`src/rtl/cartridge_bank_controller_unit_macros.svh`:
```
// assertion helpers shared by the cartridge bank controller rtl
`ifndef CARTRIDGE_BANK_CONTROLLER_UNIT_MACROS_SVH
`define CARTRIDGE_BANK_CONTROLLER_UNIT_MACROS_SVH

// same-cycle implication, sampled on clk, off while rst_n is low
`define CBC_ASSERT_NOW(label, ante, cons, msg) \
    label: assert property (@(posedge clk) disable iff (!rst_n) (ante) |-> (cons)) \
        else $error(msg);

// next-cycle implication, sampled on clk, off while rst_n is low
`define CBC_ASSERT_NEXT(label, ante, cons, msg) \
    label: assert property (@(posedge clk) disable iff (!rst_n) (ante) |=> (cons)) \
        else $error(msg);

`endif

```
`src/rtl/cbc_pkg.sv`:
```
package cbc_pkg;

    typedef enum logic [1:0] {
        KIND_NONE = 2'd0,
        KIND_MBC1 = 2'd1,
        KIND_MBC3 = 2'd2,
        KIND_MBC5 = 2'd3
    } cbc_kind_t;

    typedef enum logic [2:0] {
        TGT_NONE   = 3'd0,
        TGT_ROM    = 3'd1,
        TGT_RAM_RD = 3'd2,
        TGT_RAM_WR = 3'd3,
        TGT_FF     = 3'd4,
        TGT_00     = 3'd5
    } cbc_target_t;

    localparam int CFG_IDX_W  = 2;
    localparam int CFG_DATA_W = 5;

    localparam logic [CFG_IDX_W-1:0] CFG_IDX_KIND       = 2'd0;
    localparam logic [CFG_IDX_W-1:0] CFG_IDX_BANK_COUNT = 2'd1;

    // cpu_address[15:13] of the external ram window
    localparam logic [2:0] REGION_RAM = 3'b101;

    // cpu_address[14:13] of the register windows below 0x8000
    localparam logic [1:0] REG_RAM_EN   = 2'b00;
    localparam logic [1:0] REG_ROM_BANK = 2'b01;
    localparam logic [1:0] REG_UPPER    = 2'b10;
    localparam logic [1:0] REG_MODE     = 2'b11;

    localparam logic [3:0] RAM_EN_KEY      = 4'hA;
    localparam logic [7:0] CLOCK_SEL_FIRST = 8'h08;
    localparam logic [7:0] CLOCK_SEL_LAST  = 8'h0C;
    localparam logic [7:0] MBC3_RAM_SEL_MAX = 8'h03;

    typedef struct packed {
        logic        operation;
        logic [15:0] cpu_address;
        logic [7:0]  write_data;
    } cbc_req_t;

    typedef struct packed {
        cbc_target_t target;
        logic [22:0] physical_address;
        logic [7:0]  ram_write_data;
    } cbc_rsp_t;

    typedef struct packed {
        cbc_kind_t       kind;
        logic [4:0]      ram_bank_count;
    } cbc_cfg_t;

endpackage

```
`src/rtl/cbc_xlate.sv`:
```
`include "cartridge_bank_controller_unit_macros.svh"

module cbc_xlate (
    input  logic              clk,
    input  logic              rst_n,
    input  cbc_pkg::cbc_cfg_t cfg,
    input  logic              fire,
    input  cbc_pkg::cbc_req_t req,
    output cbc_pkg::cbc_rsp_t rsp
);
    import cbc_pkg::*;

    logic       ram_enabled_reg, ram_enabled_next;
    logic [8:0] rom_bank_reg, rom_bank_next;
    logic [7:0] upper_bank_reg, upper_bank_next;
    logic       banking_mode_reg, banking_mode_next;

    logic       is_write;
    logic [15:0] addr;
    logic [7:0] wdata;
    logic [8:0] rom_sel;
    logic [1:0] lo_bank;
    logic [3:0] ram_bank;
    logic       ram_go;

    assign is_write = req.operation;
    assign addr     = req.cpu_address;
    assign wdata    = req.write_data;

    always_comb
    begin
        ram_enabled_next  = ram_enabled_reg;
        rom_bank_next     = rom_bank_reg;
        upper_bank_next   = upper_bank_reg;
        banking_mode_next = banking_mode_reg;
        rsp.target           = TGT_NONE;
        rsp.physical_address = '0;
        rsp.ram_write_data   = '0;
        rom_sel  = '0;
        lo_bank  = '0;
        ram_bank = '0;
        ram_go   = 1'b0;

        if (!addr[15])
        begin
            if (is_write)
            begin
                if (cfg.kind != KIND_NONE)
                begin
                    case (addr[14:13])
                        REG_RAM_EN:
                        begin
                            ram_enabled_next = (wdata[3:0] == RAM_EN_KEY);
                        end
                        REG_ROM_BANK:
                        begin
                            case (cfg.kind)
                                KIND_MBC1:
                                begin
                                    // bank zero is not selectable, it reads as one
                                    rom_bank_next = (wdata[4:0] == 5'd0) ? 9'd1
                                                                         : {4'd0, wdata[4:0]};
                                end
                                KIND_MBC3:
                                begin
                                    rom_bank_next = (wdata[6:0] == 7'd0) ? 9'd1
                                                                         : {2'd0, wdata[6:0]};
                                end
                                default:
                                begin
                                    // mbc5 splits the bank number at 0x3000
                                    if (!addr[12])
                                        rom_bank_next = {rom_bank_reg[8], wdata};
                                    else
                                        rom_bank_next = {wdata[0], rom_bank_reg[7:0]};
                                end
                            endcase
                        end
                        REG_UPPER:
                        begin
                            case (cfg.kind)
                                KIND_MBC1: upper_bank_next = {6'd0, wdata[1:0]};
                                KIND_MBC3: upper_bank_next = wdata;
                                default:   upper_bank_next = {4'd0, wdata[3:0]};
                            endcase
                        end
                        REG_MODE:
                        begin
                            if (cfg.kind == KIND_MBC1)
                                banking_mode_next = wdata[0];
                        end
                        default:
                        begin
                        end
                    endcase
                end
            end
            else if (!addr[14])
            begin
                if (cfg.kind == KIND_MBC1 && banking_mode_reg)
                    lo_bank = upper_bank_reg[1:0];
                rsp.target           = TGT_ROM;
                rsp.physical_address = {2'd0, lo_bank, 5'd0, addr[13:0]};
            end
            else
            begin
                case (cfg.kind)
                    KIND_MBC1: rom_sel = {2'd0, upper_bank_reg[1:0], rom_bank_reg[4:0]};
                    KIND_MBC3: rom_sel = {2'd0, rom_bank_reg[6:0]};
                    KIND_MBC5: rom_sel = rom_bank_reg;
                    default:   rom_sel = 9'd1;
                endcase
                rsp.target           = TGT_ROM;
                rsp.physical_address = {rom_sel, addr[13:0]};
            end
        end
        else if (addr[15:13] == REGION_RAM)
        begin
            if (cfg.kind == KIND_NONE || !ram_enabled_reg)
            begin
                rsp.target = is_write ? TGT_NONE : TGT_FF;
            end
            else
            begin
                case (cfg.kind)
                    KIND_MBC1:
                    begin
                        ram_go = 1'b1;
                        // out-of-range bank falls back to bank 0
                        if (banking_mode_reg && ({3'd0, upper_bank_reg[1:0]} < cfg.ram_bank_count))
                            ram_bank = {2'd0, upper_bank_reg[1:0]};
                    end
                    KIND_MBC3:
                    begin
                        if (upper_bank_reg > MBC3_RAM_SEL_MAX)
                        begin
                            if (is_write)
                                rsp.target = TGT_NONE;
                            else if (upper_bank_reg >= CLOCK_SEL_FIRST
                                     && upper_bank_reg <= CLOCK_SEL_LAST)
                                rsp.target = TGT_00;
                            else
                                rsp.target = TGT_FF;
                        end
                        else
                        begin
                            ram_go   = 1'b1;
                            ram_bank = {2'd0, upper_bank_reg[1:0]};
                        end
                    end
                    default:
                    begin
                        ram_go   = 1'b1;
                        ram_bank = upper_bank_reg[3:0];
                    end
                endcase
                if (ram_go)
                begin
                    rsp.target           = is_write ? TGT_RAM_WR : TGT_RAM_RD;
                    rsp.physical_address = {6'd0, ram_bank, addr[12:0]};
                    rsp.ram_write_data   = is_write ? wdata : 8'd0;
                end
            end
        end
    end

    always_ff @(posedge clk or negedge rst_n)
    begin
        if (!rst_n)
        begin
            ram_enabled_reg  <= 1'b0;
            rom_bank_reg     <= 9'd1;
            upper_bank_reg   <= 8'd0;
            banking_mode_reg <= 1'b0;
        end
        else if (fire)
        begin
            ram_enabled_reg  <= ram_enabled_next;
            rom_bank_reg     <= rom_bank_next;
            upper_bank_reg   <= upper_bank_next;
            banking_mode_reg <= banking_mode_next;
        end
    end

    `CBC_ASSERT_NEXT(a_rom_bank_nonzero,
        fire && is_write && !addr[15] && addr[14:13] == REG_ROM_BANK
            && (cfg.kind == KIND_MBC1 || cfg.kind == KIND_MBC3),
        rom_bank_reg != 9'd0, "mbc1/mbc3 rom bank written as zero")
    `CBC_ASSERT_NOW(a_ram_needs_enable,
        rsp.target == TGT_RAM_RD || rsp.target == TGT_RAM_WR,
        ram_enabled_reg && cfg.kind != KIND_NONE, "ram access while ram disabled")

endmodule

```
`src/rtl/cartridge_bank_controller_unit.sv`:
```
// Cartridge bank controller: translates cpu bus requests through mbc1/mbc3/mbc5
// bank registers into a target code and a rom or external ram byte address, one
// request per clock while out_stall does not block a full result register. Each
// request passes an input register, then the result register, with the bank
// register update and the translation in the single logic stage between them.
// A register write takes effect for the very next request. Set controller_kind
// and ram_bank_count through the cfg port only while no request is in flight.
`include "cartridge_bank_controller_unit_macros.svh"

module cartridge_bank_controller_unit (
    input  logic                                clk,
    input  logic                                rst_n,
    input  logic                                in_valid,
    output logic                                in_stall,
    input  cbc_pkg::cbc_req_t                   in_req,
    output logic                                out_valid,
    input  logic                                out_stall,
    output cbc_pkg::cbc_rsp_t                   out_rsp,
    input  logic                                cfg_valid,
    output logic                                cfg_ready,
    input  logic [cbc_pkg::CFG_IDX_W-1:0]       cfg_index,
    input  logic [cbc_pkg::CFG_DATA_W-1:0]      cfg_data
);
    import cbc_pkg::*;

    cbc_kind_t  kind_reg, kind_next;
    logic [4:0] bank_count_reg, bank_count_next;

    logic     in_valid_reg, in_valid_next;
    cbc_req_t in_req_reg;
    logic     out_valid_reg, out_valid_next;
    cbc_rsp_t out_rsp_reg;

    cbc_cfg_t cfg;
    cbc_rsp_t rsp;
    logic     fire;
    logic     accept_in;

    assign cfg_ready = 1'b1;
    assign cfg.kind           = kind_reg;
    assign cfg.ram_bank_count = bank_count_reg;

    // stage advances when the result register is empty or being drained
    assign fire      = in_valid_reg && (!out_valid_reg || !out_stall);
    assign in_stall  = in_valid_reg && !fire;
    assign accept_in = in_valid && !in_stall;

    assign in_valid_next  = accept_in || (in_valid_reg && !fire);
    assign out_valid_next = fire || (out_valid_reg && out_stall);

    assign out_valid = out_valid_reg;
    assign out_rsp   = out_rsp_reg;

    always_comb
    begin
        kind_next       = kind_reg;
        bank_count_next = bank_count_reg;
        if (cfg_valid && cfg_ready)
        begin
            case (cfg_index)
                CFG_IDX_KIND:       kind_next       = cbc_kind_t'(cfg_data[1:0]);
                CFG_IDX_BANK_COUNT: bank_count_next = cfg_data;
                default:
                begin
                end
            endcase
        end
    end

    cbc_xlate u_xlate (
        .clk   (clk),
        .rst_n (rst_n),
        .cfg   (cfg),
        .fire  (fire),
        .req   (in_req_reg),
        .rsp   (rsp)
    );

    always_ff @(posedge clk or negedge rst_n)
    begin
        if (!rst_n)
        begin
            kind_reg       <= KIND_NONE;
            bank_count_reg <= 5'd0;
            in_valid_reg   <= 1'b0;
            out_valid_reg  <= 1'b0;
        end
        else
        begin
            kind_reg       <= kind_next;
            bank_count_reg <= bank_count_next;
            in_valid_reg   <= in_valid_next;
            out_valid_reg  <= out_valid_next;
        end
    end

    always_ff @(posedge clk)
    begin
        if (accept_in)
            in_req_reg <= in_req;
        if (fire)
            out_rsp_reg <= rsp;
    end

    `CBC_ASSERT_NOW(a_stall_only_when_full, in_stall,
        in_valid_reg && out_valid_reg && out_stall, "input stalled without a blocked result")
    `CBC_ASSERT_NOW(a_wdata_only_on_write, out_valid && out_rsp.target != TGT_RAM_WR,
        out_rsp.ram_write_data == 8'd0, "write data on a non-write result")
    `CBC_ASSERT_NOW(a_addr_only_on_access,
        out_valid && (out_rsp.target == TGT_NONE || out_rsp.target == TGT_FF
            || out_rsp.target == TGT_00),
        out_rsp.physical_address == 23'd0, "address on a result without access")

endmodule

```
`config.mk`:
```
export PLATFORM = sky130hd
export DESIGN_NAME = cartridge_bank_controller_unit
export DESIGN_NICKNAME = d
export VERILOG_FILES = /design/src/rtl/cbc_pkg.sv /design/src/rtl/cbc_xlate.sv /design/src/rtl/cartridge_bank_controller_unit.sv
export VERILOG_INCLUDE_DIRS = /design/src /design/src/rtl
export SDC_FILE = /design/constraint.sdc
export NUM_CORES = 1
export LEC_CHECK = 0
export ABC_AREA = 1
export BUFFER_PORTS_ARGS = -buffer_cell sky130_fd_sc_hd__buf_4
export CORE_ASPECT_RATIO = 0.8
export CORE_MARGIN = 4
export CORE_UTILIZATION = 50
export DETAILED_ROUTE_END_ITERATION = 8
export PLACE_DENSITY = 0.81
export SLEW_MARGIN = 10
export SYNTH_ARGS = -nofsm -noshare
export SYNTH_HDL_FRONTEND = slang
export SYNTH_HIERARCHICAL = 1
export SYNTH_SLANG_ARGS = --single-unit
```
`constraint.sdc`:
```
create_clock -name clk -period 7.98 [get_ports clk]
set_clock_uncertainty 0.2 [all_clocks]
set_input_delay 1.596 -clock clk [delete_from_list [all_inputs] [get_ports clk]]
set_output_delay 1.596 -clock clk [all_outputs]
set_load 0.05 [all_outputs]
```
# Yosys cells after proc, flatten, opt, wreduce, memory -nomap -nowiden
# Cells that the tools add are included.
# word_totals
reg_bits	87
latch_bits	0
mem_bits_rw	0
rom_bits	0
in_bits	37
output_inout_bits	37
elab_cells	93
mem_count	0
# classes
addsub	0
multipliers	0
n_div	0
magnitude_cmp	4
n_eq_ne	10
shift	0
muxes	29
bitwise_logic	4
reduce_logical	31
# op_table
op	n
$mux 34	2
$mux 26	2
$mux 31	1
$pmux 9 s3	1
$mux 23	1
$pmux 9 s2	1
$reduce_and 6->1	3
$pmux 8 s2	1
$mux 3	5
$reduce_and 5->1	2
$mux 9	1
$eq 2x2->1 const B	4
$ge 8x4->1 const B	1
$gt 8x2->1 const B	1
$le 8x4->1 const B	1
$mux 8	1
$pmux 4 s2	1
$logic_and 1x1->1	7
$logic_not 7->1	1
$mux 1	7
$mux 7	1
$eq 2x1->1 const B	3
$logic_not 2->1	3
$mux 2	3
13 further kinds	24

# Logic depth before layout (Yosys ltp)
# logic_depth
word_depth	10
depth_mapped	9
depth_no_buf	9

# Cells and area by module
# Netlist, hierarchy kept.
# by_module_without_submodules
module	instances	cells_per_inst	area_per_inst_um2	seq_area_each_um2
cartridge_bank_controller_unit	1	106	2165.8	1996.9
cbc_xlate	1	249	1545.2	476.7

# Worst setup path before layout
# OpenSTA, ideal clock, no wires.
# synth_path
kind	input-to-reg
start	input port out_stall
end	register u_xlate.rom_bank_reg[6]
setup_time_ns	0.124
arrival_ns	4.202
required_ns	7.656
slack_ns	3.454
path_stages	7
path_buffers	1
cell_sequence	a21oi_1 nand4_1 inv_1 nand3_2 buf_2 nand2_1 o31ai_1
# synth_via
elab_chain_len	4
# synth_lines
element	line	source
start, declared	cartridge_bank_controller_unit.sv:17	input logic out_stall,
$logic_not 1->1	cartridge_bank_controller_unit.sv:44	assign fire = in_valid_reg && (!out_valid_reg || !out_stall);
$logic_or 1x1->1	cartridge_bank_controller_unit.sv:44	
$logic_and 1x1->1	cartridge_bank_controller_unit.sv:44	
$reduce_and 6->1 (no line)	n/a	
end signal, assigned	cbc_xlate.sv:179	rom_bank_reg <= rom_bank_next;
end, declared	cbc_xlate.sv:14	logic [8:0] rom_bank_reg, rom_bank_next;
# No other way between the ends.
# A chain may end at the register's enable or synchronous reset.

# Worst setup path in the final report
# layout_path
start	input port out_stall
end	output port in_stall
# layout_via
elab_chain_len	5
# layout_lines
element	line	source
$logic_not 1->1	cartridge_bank_controller_unit.sv:44	
$logic_or 1x1->1	cartridge_bank_controller_unit.sv:44	
$logic_and 1x1->1	cartridge_bank_controller_unit.sv:44	
$logic_not 1->1	cartridge_bank_controller_unit.sv:45	assign in_stall = in_valid_reg && !fire;
$logic_and 1x1->1	cartridge_bank_controller_unit.sv:45	
end, declared	cartridge_bank_controller_unit.sv:14	output logic in_stall,
# No other way between the ends.

==> results.json <==
{
  "startpoint_type": "primary input",
  "max_freq_ghz": 0.258,
  "leakage_nw": 2.07,
  "dieArea_mm2": 0.00887,
  "nNetsFinal": 474,
  "holdPathEnd": "bank_count_reg[3]",
  "wl_per_cell_um": 14.5,
  "drive_above_1_share": 0.231,
  "dpl.hpwl_um": 5690,
  "worst_pin_slew_ns": 0.956,
  "area_growth_pct": 21.7,
  "cts.path.max_buffers": 2,
  "critical_path.max_fanout": 3,
  "placedCellCount": 508,
  "wl_um": 7610,
  "largest_reg_flops": 34,
  "clock-root-buffer": "clkbuf_8",
  "final-max-slew-violation-count": 0,
  "pre_cts_ws_ns": 4.09,
  "viasPerCell": 5.23,
  "insertion_delay_ns": 0.36,
  "vdd_drop_max_uv": 141,
  "synthTopCellsByCount": "80 x nand2_1, 59 x edfxtp_1, 49 x inv_1",
  "synth_seq_cells": 87,
  "setup_ws_ns": 4.10,
  "setup_violations": 0,
  "hold_class": "flop to flop",
  "cts.sinks": 87,
  "r2r-end": "u_xlate/rom_bank_reg[0]",
  "grt_max_degree": 36,
  "synth_area_leaders": "edfxtp_1 48%, dfrtp_1 18%, nand2_1 8.1%",
  "htree_levels": 3,
  "gp_congestion": 0.923,
  "synthArstFlopShare": 0.322,
  "synth-warning-count": 6,
  "cap_violations": 0,
  "antenna_cells": 0,
  "hold_violations": 0,
  "drt-pass1-iter-count": 5,
  "synth_edf_count": 59,
  "post_cts_buffers": 0,
  "rsz0062_at_grt": "false",
  "syn_inst": 355,
  "grt_pass1_wl_um": 12500,
  "required_ns": 6.18,
  "netlist_area_mm2": 0.00371,
  "dpl-instance-area_mm2": 0.00434,
  "fin_tns_setup_ns": 0,
  "drcViolationCount": 0,
  "fp.dieW_um": 104,
  "gr-usage-all-layers": 0.179,
  "final_antenna_net_count": 0,
  "start_util": 0.526,
  "pin_count": 74,
  "crit_type": "primary input to output pin",
  "cts_resized": 0,
  "synth_top_area_frac": 0.477,
  "status": "completed",
  "r2r_start": "out_valid",
  "design_area_mm2": 0.00452,
  "numCtsBuffers": 9,
  "yosysTopAreaCell": "edfxtp_1",
  "overflow": 0,
  "tritoncts": "yes",
  "drt_iter0_markers": 156,
  "io_buffers": 72,
  "rrSetupSlack_ns": 5.72,
  "final_cells": 524,
  "antenna_found_initial": 0,
  "fin_crit_ns": 3.88,
  "synth_fp_nets": 397,
  "synth_area_per_cell_um2": 10.5,
  "maxSlewHeadroom": 0.362,
  "coreArea_mm2": 0.00706,
  "hold_buffers": 0,
  "vias": 2742,
  "ys_types": 27,
  "holdPathStages": 2,
  "clk_pin_slew_worst_paths_ns": 0.08,
  "synth_flop_cell": "edfxtp_1",
  "fin_util": 0.640,
  "die_h_um": 85.1,
  "reg2reg_depth": 8,
  "cellPowerDensity_mw_per_mm2": 236,
  "row_count": 27,
  "seq_area_frac_synth": 0.667,
  "synth_most_common_cell": "nand2_1",
  "hp-start": "bank_count_reg[3]",
  "crit_arrival_ns": 2.08,
  "min_period_over_period": 0.486,
  "first_global_vias": 2636,
  "end_kind": "output pin"
}
[where the power goes]
part / leakage (nW) / internal [mW] / switching (mW)
clock: 0.0862 / 0.115 / 0.159
sequential: 0.935 / 0.537 / 0.0298
combinational: 1.04 / 0.0669 / 0.157
[kinds of logic after synthesis]
| logic type | synth area share |
|---|---|
| AOI/OAI and AO/OA | 0.0492 |
| adders and majority gates | 0.0169 |
| buffers and inverters | 0.0651 |
| and+or+nand+nor | 0.201 |
| DFF | 0.667 |
| other | 0.00101 |
[how the worst max path moves through the flow]
stage / cells past startpoint / end / slack, ns / from
after detailed placement: 4 / in_stall / 4.09 / out_stall
after floorplan: 7 / u_xlate/rom_bank_reg[6] / 3.45 / out_stall
after global routing: 4 / in_stall / 4.04 / out_stall
after CTS: 4 / in_stall / 4.09 / out_stall
final: 4 / in_stall / 4.10 / out_stall
after global placement: 4 / in_stall / 4.12 / out_stall
[cells in the final DEF, fill, tap and decap left out, drive strengths merged]
master	Yosys	final
a211oi	3	3
a21oi	4	4
buf	7	74
clkbuf	1	9
clkinv	0	3
clkinvlp	0	2
conb	1	1
dfrtp	27	27
dfstp	1	1
edfxtp	59	59
ha	5	5
inv	51	53
nand2	82	82
nand3	29	29
nand3b	1	1
nand4	9	9
nor2	39	39
nor3	9	9
o21ai	22	22
o31ai	4	4
or2	1	1
[cell type report]
type / instances / area, um^2
fillers: 567 / 2540
clock buffers: 9 / 124
multi-input cells: 209 / 1010
inverters: 51 / 191
repair buffers: 74 / 556
clock inverters: 7 / 55.1
flip-flops and latches: 87 / 2470
well taps: 87 / 109
[per-stage QoR]
stage	hold WS [ns]	total power [mW]
after floorplan	0.242	0.722
after global placement	0.260	0.790
after detailed placement	0.265	0.799
after CTS	0.285	1.07
after global routing	0.304	1.12
final	0.280	1.07
[critical path, cell delays in order]
cell and delay, ns:
buf_4 0.10, nand3_1 0.11, inv_1 0.08, buf_4 0.19
[layer usage]
| metal | vias to the layer above | global-route usage | wire [um] |
|---|---|---|---|
| met5 | - | 0 | 0 |
| met4 | 0 | 0.0688 | 108 |
| met3 | 13 | 0.0510 | 642 |
| met2 | 126 | 0.282 | 3570 |
| met1 | 1273 | 0.238 | 3290 |
| li1 | 1330 | - | - |
No activity file was read; power rests on OpenSTA's default activity.
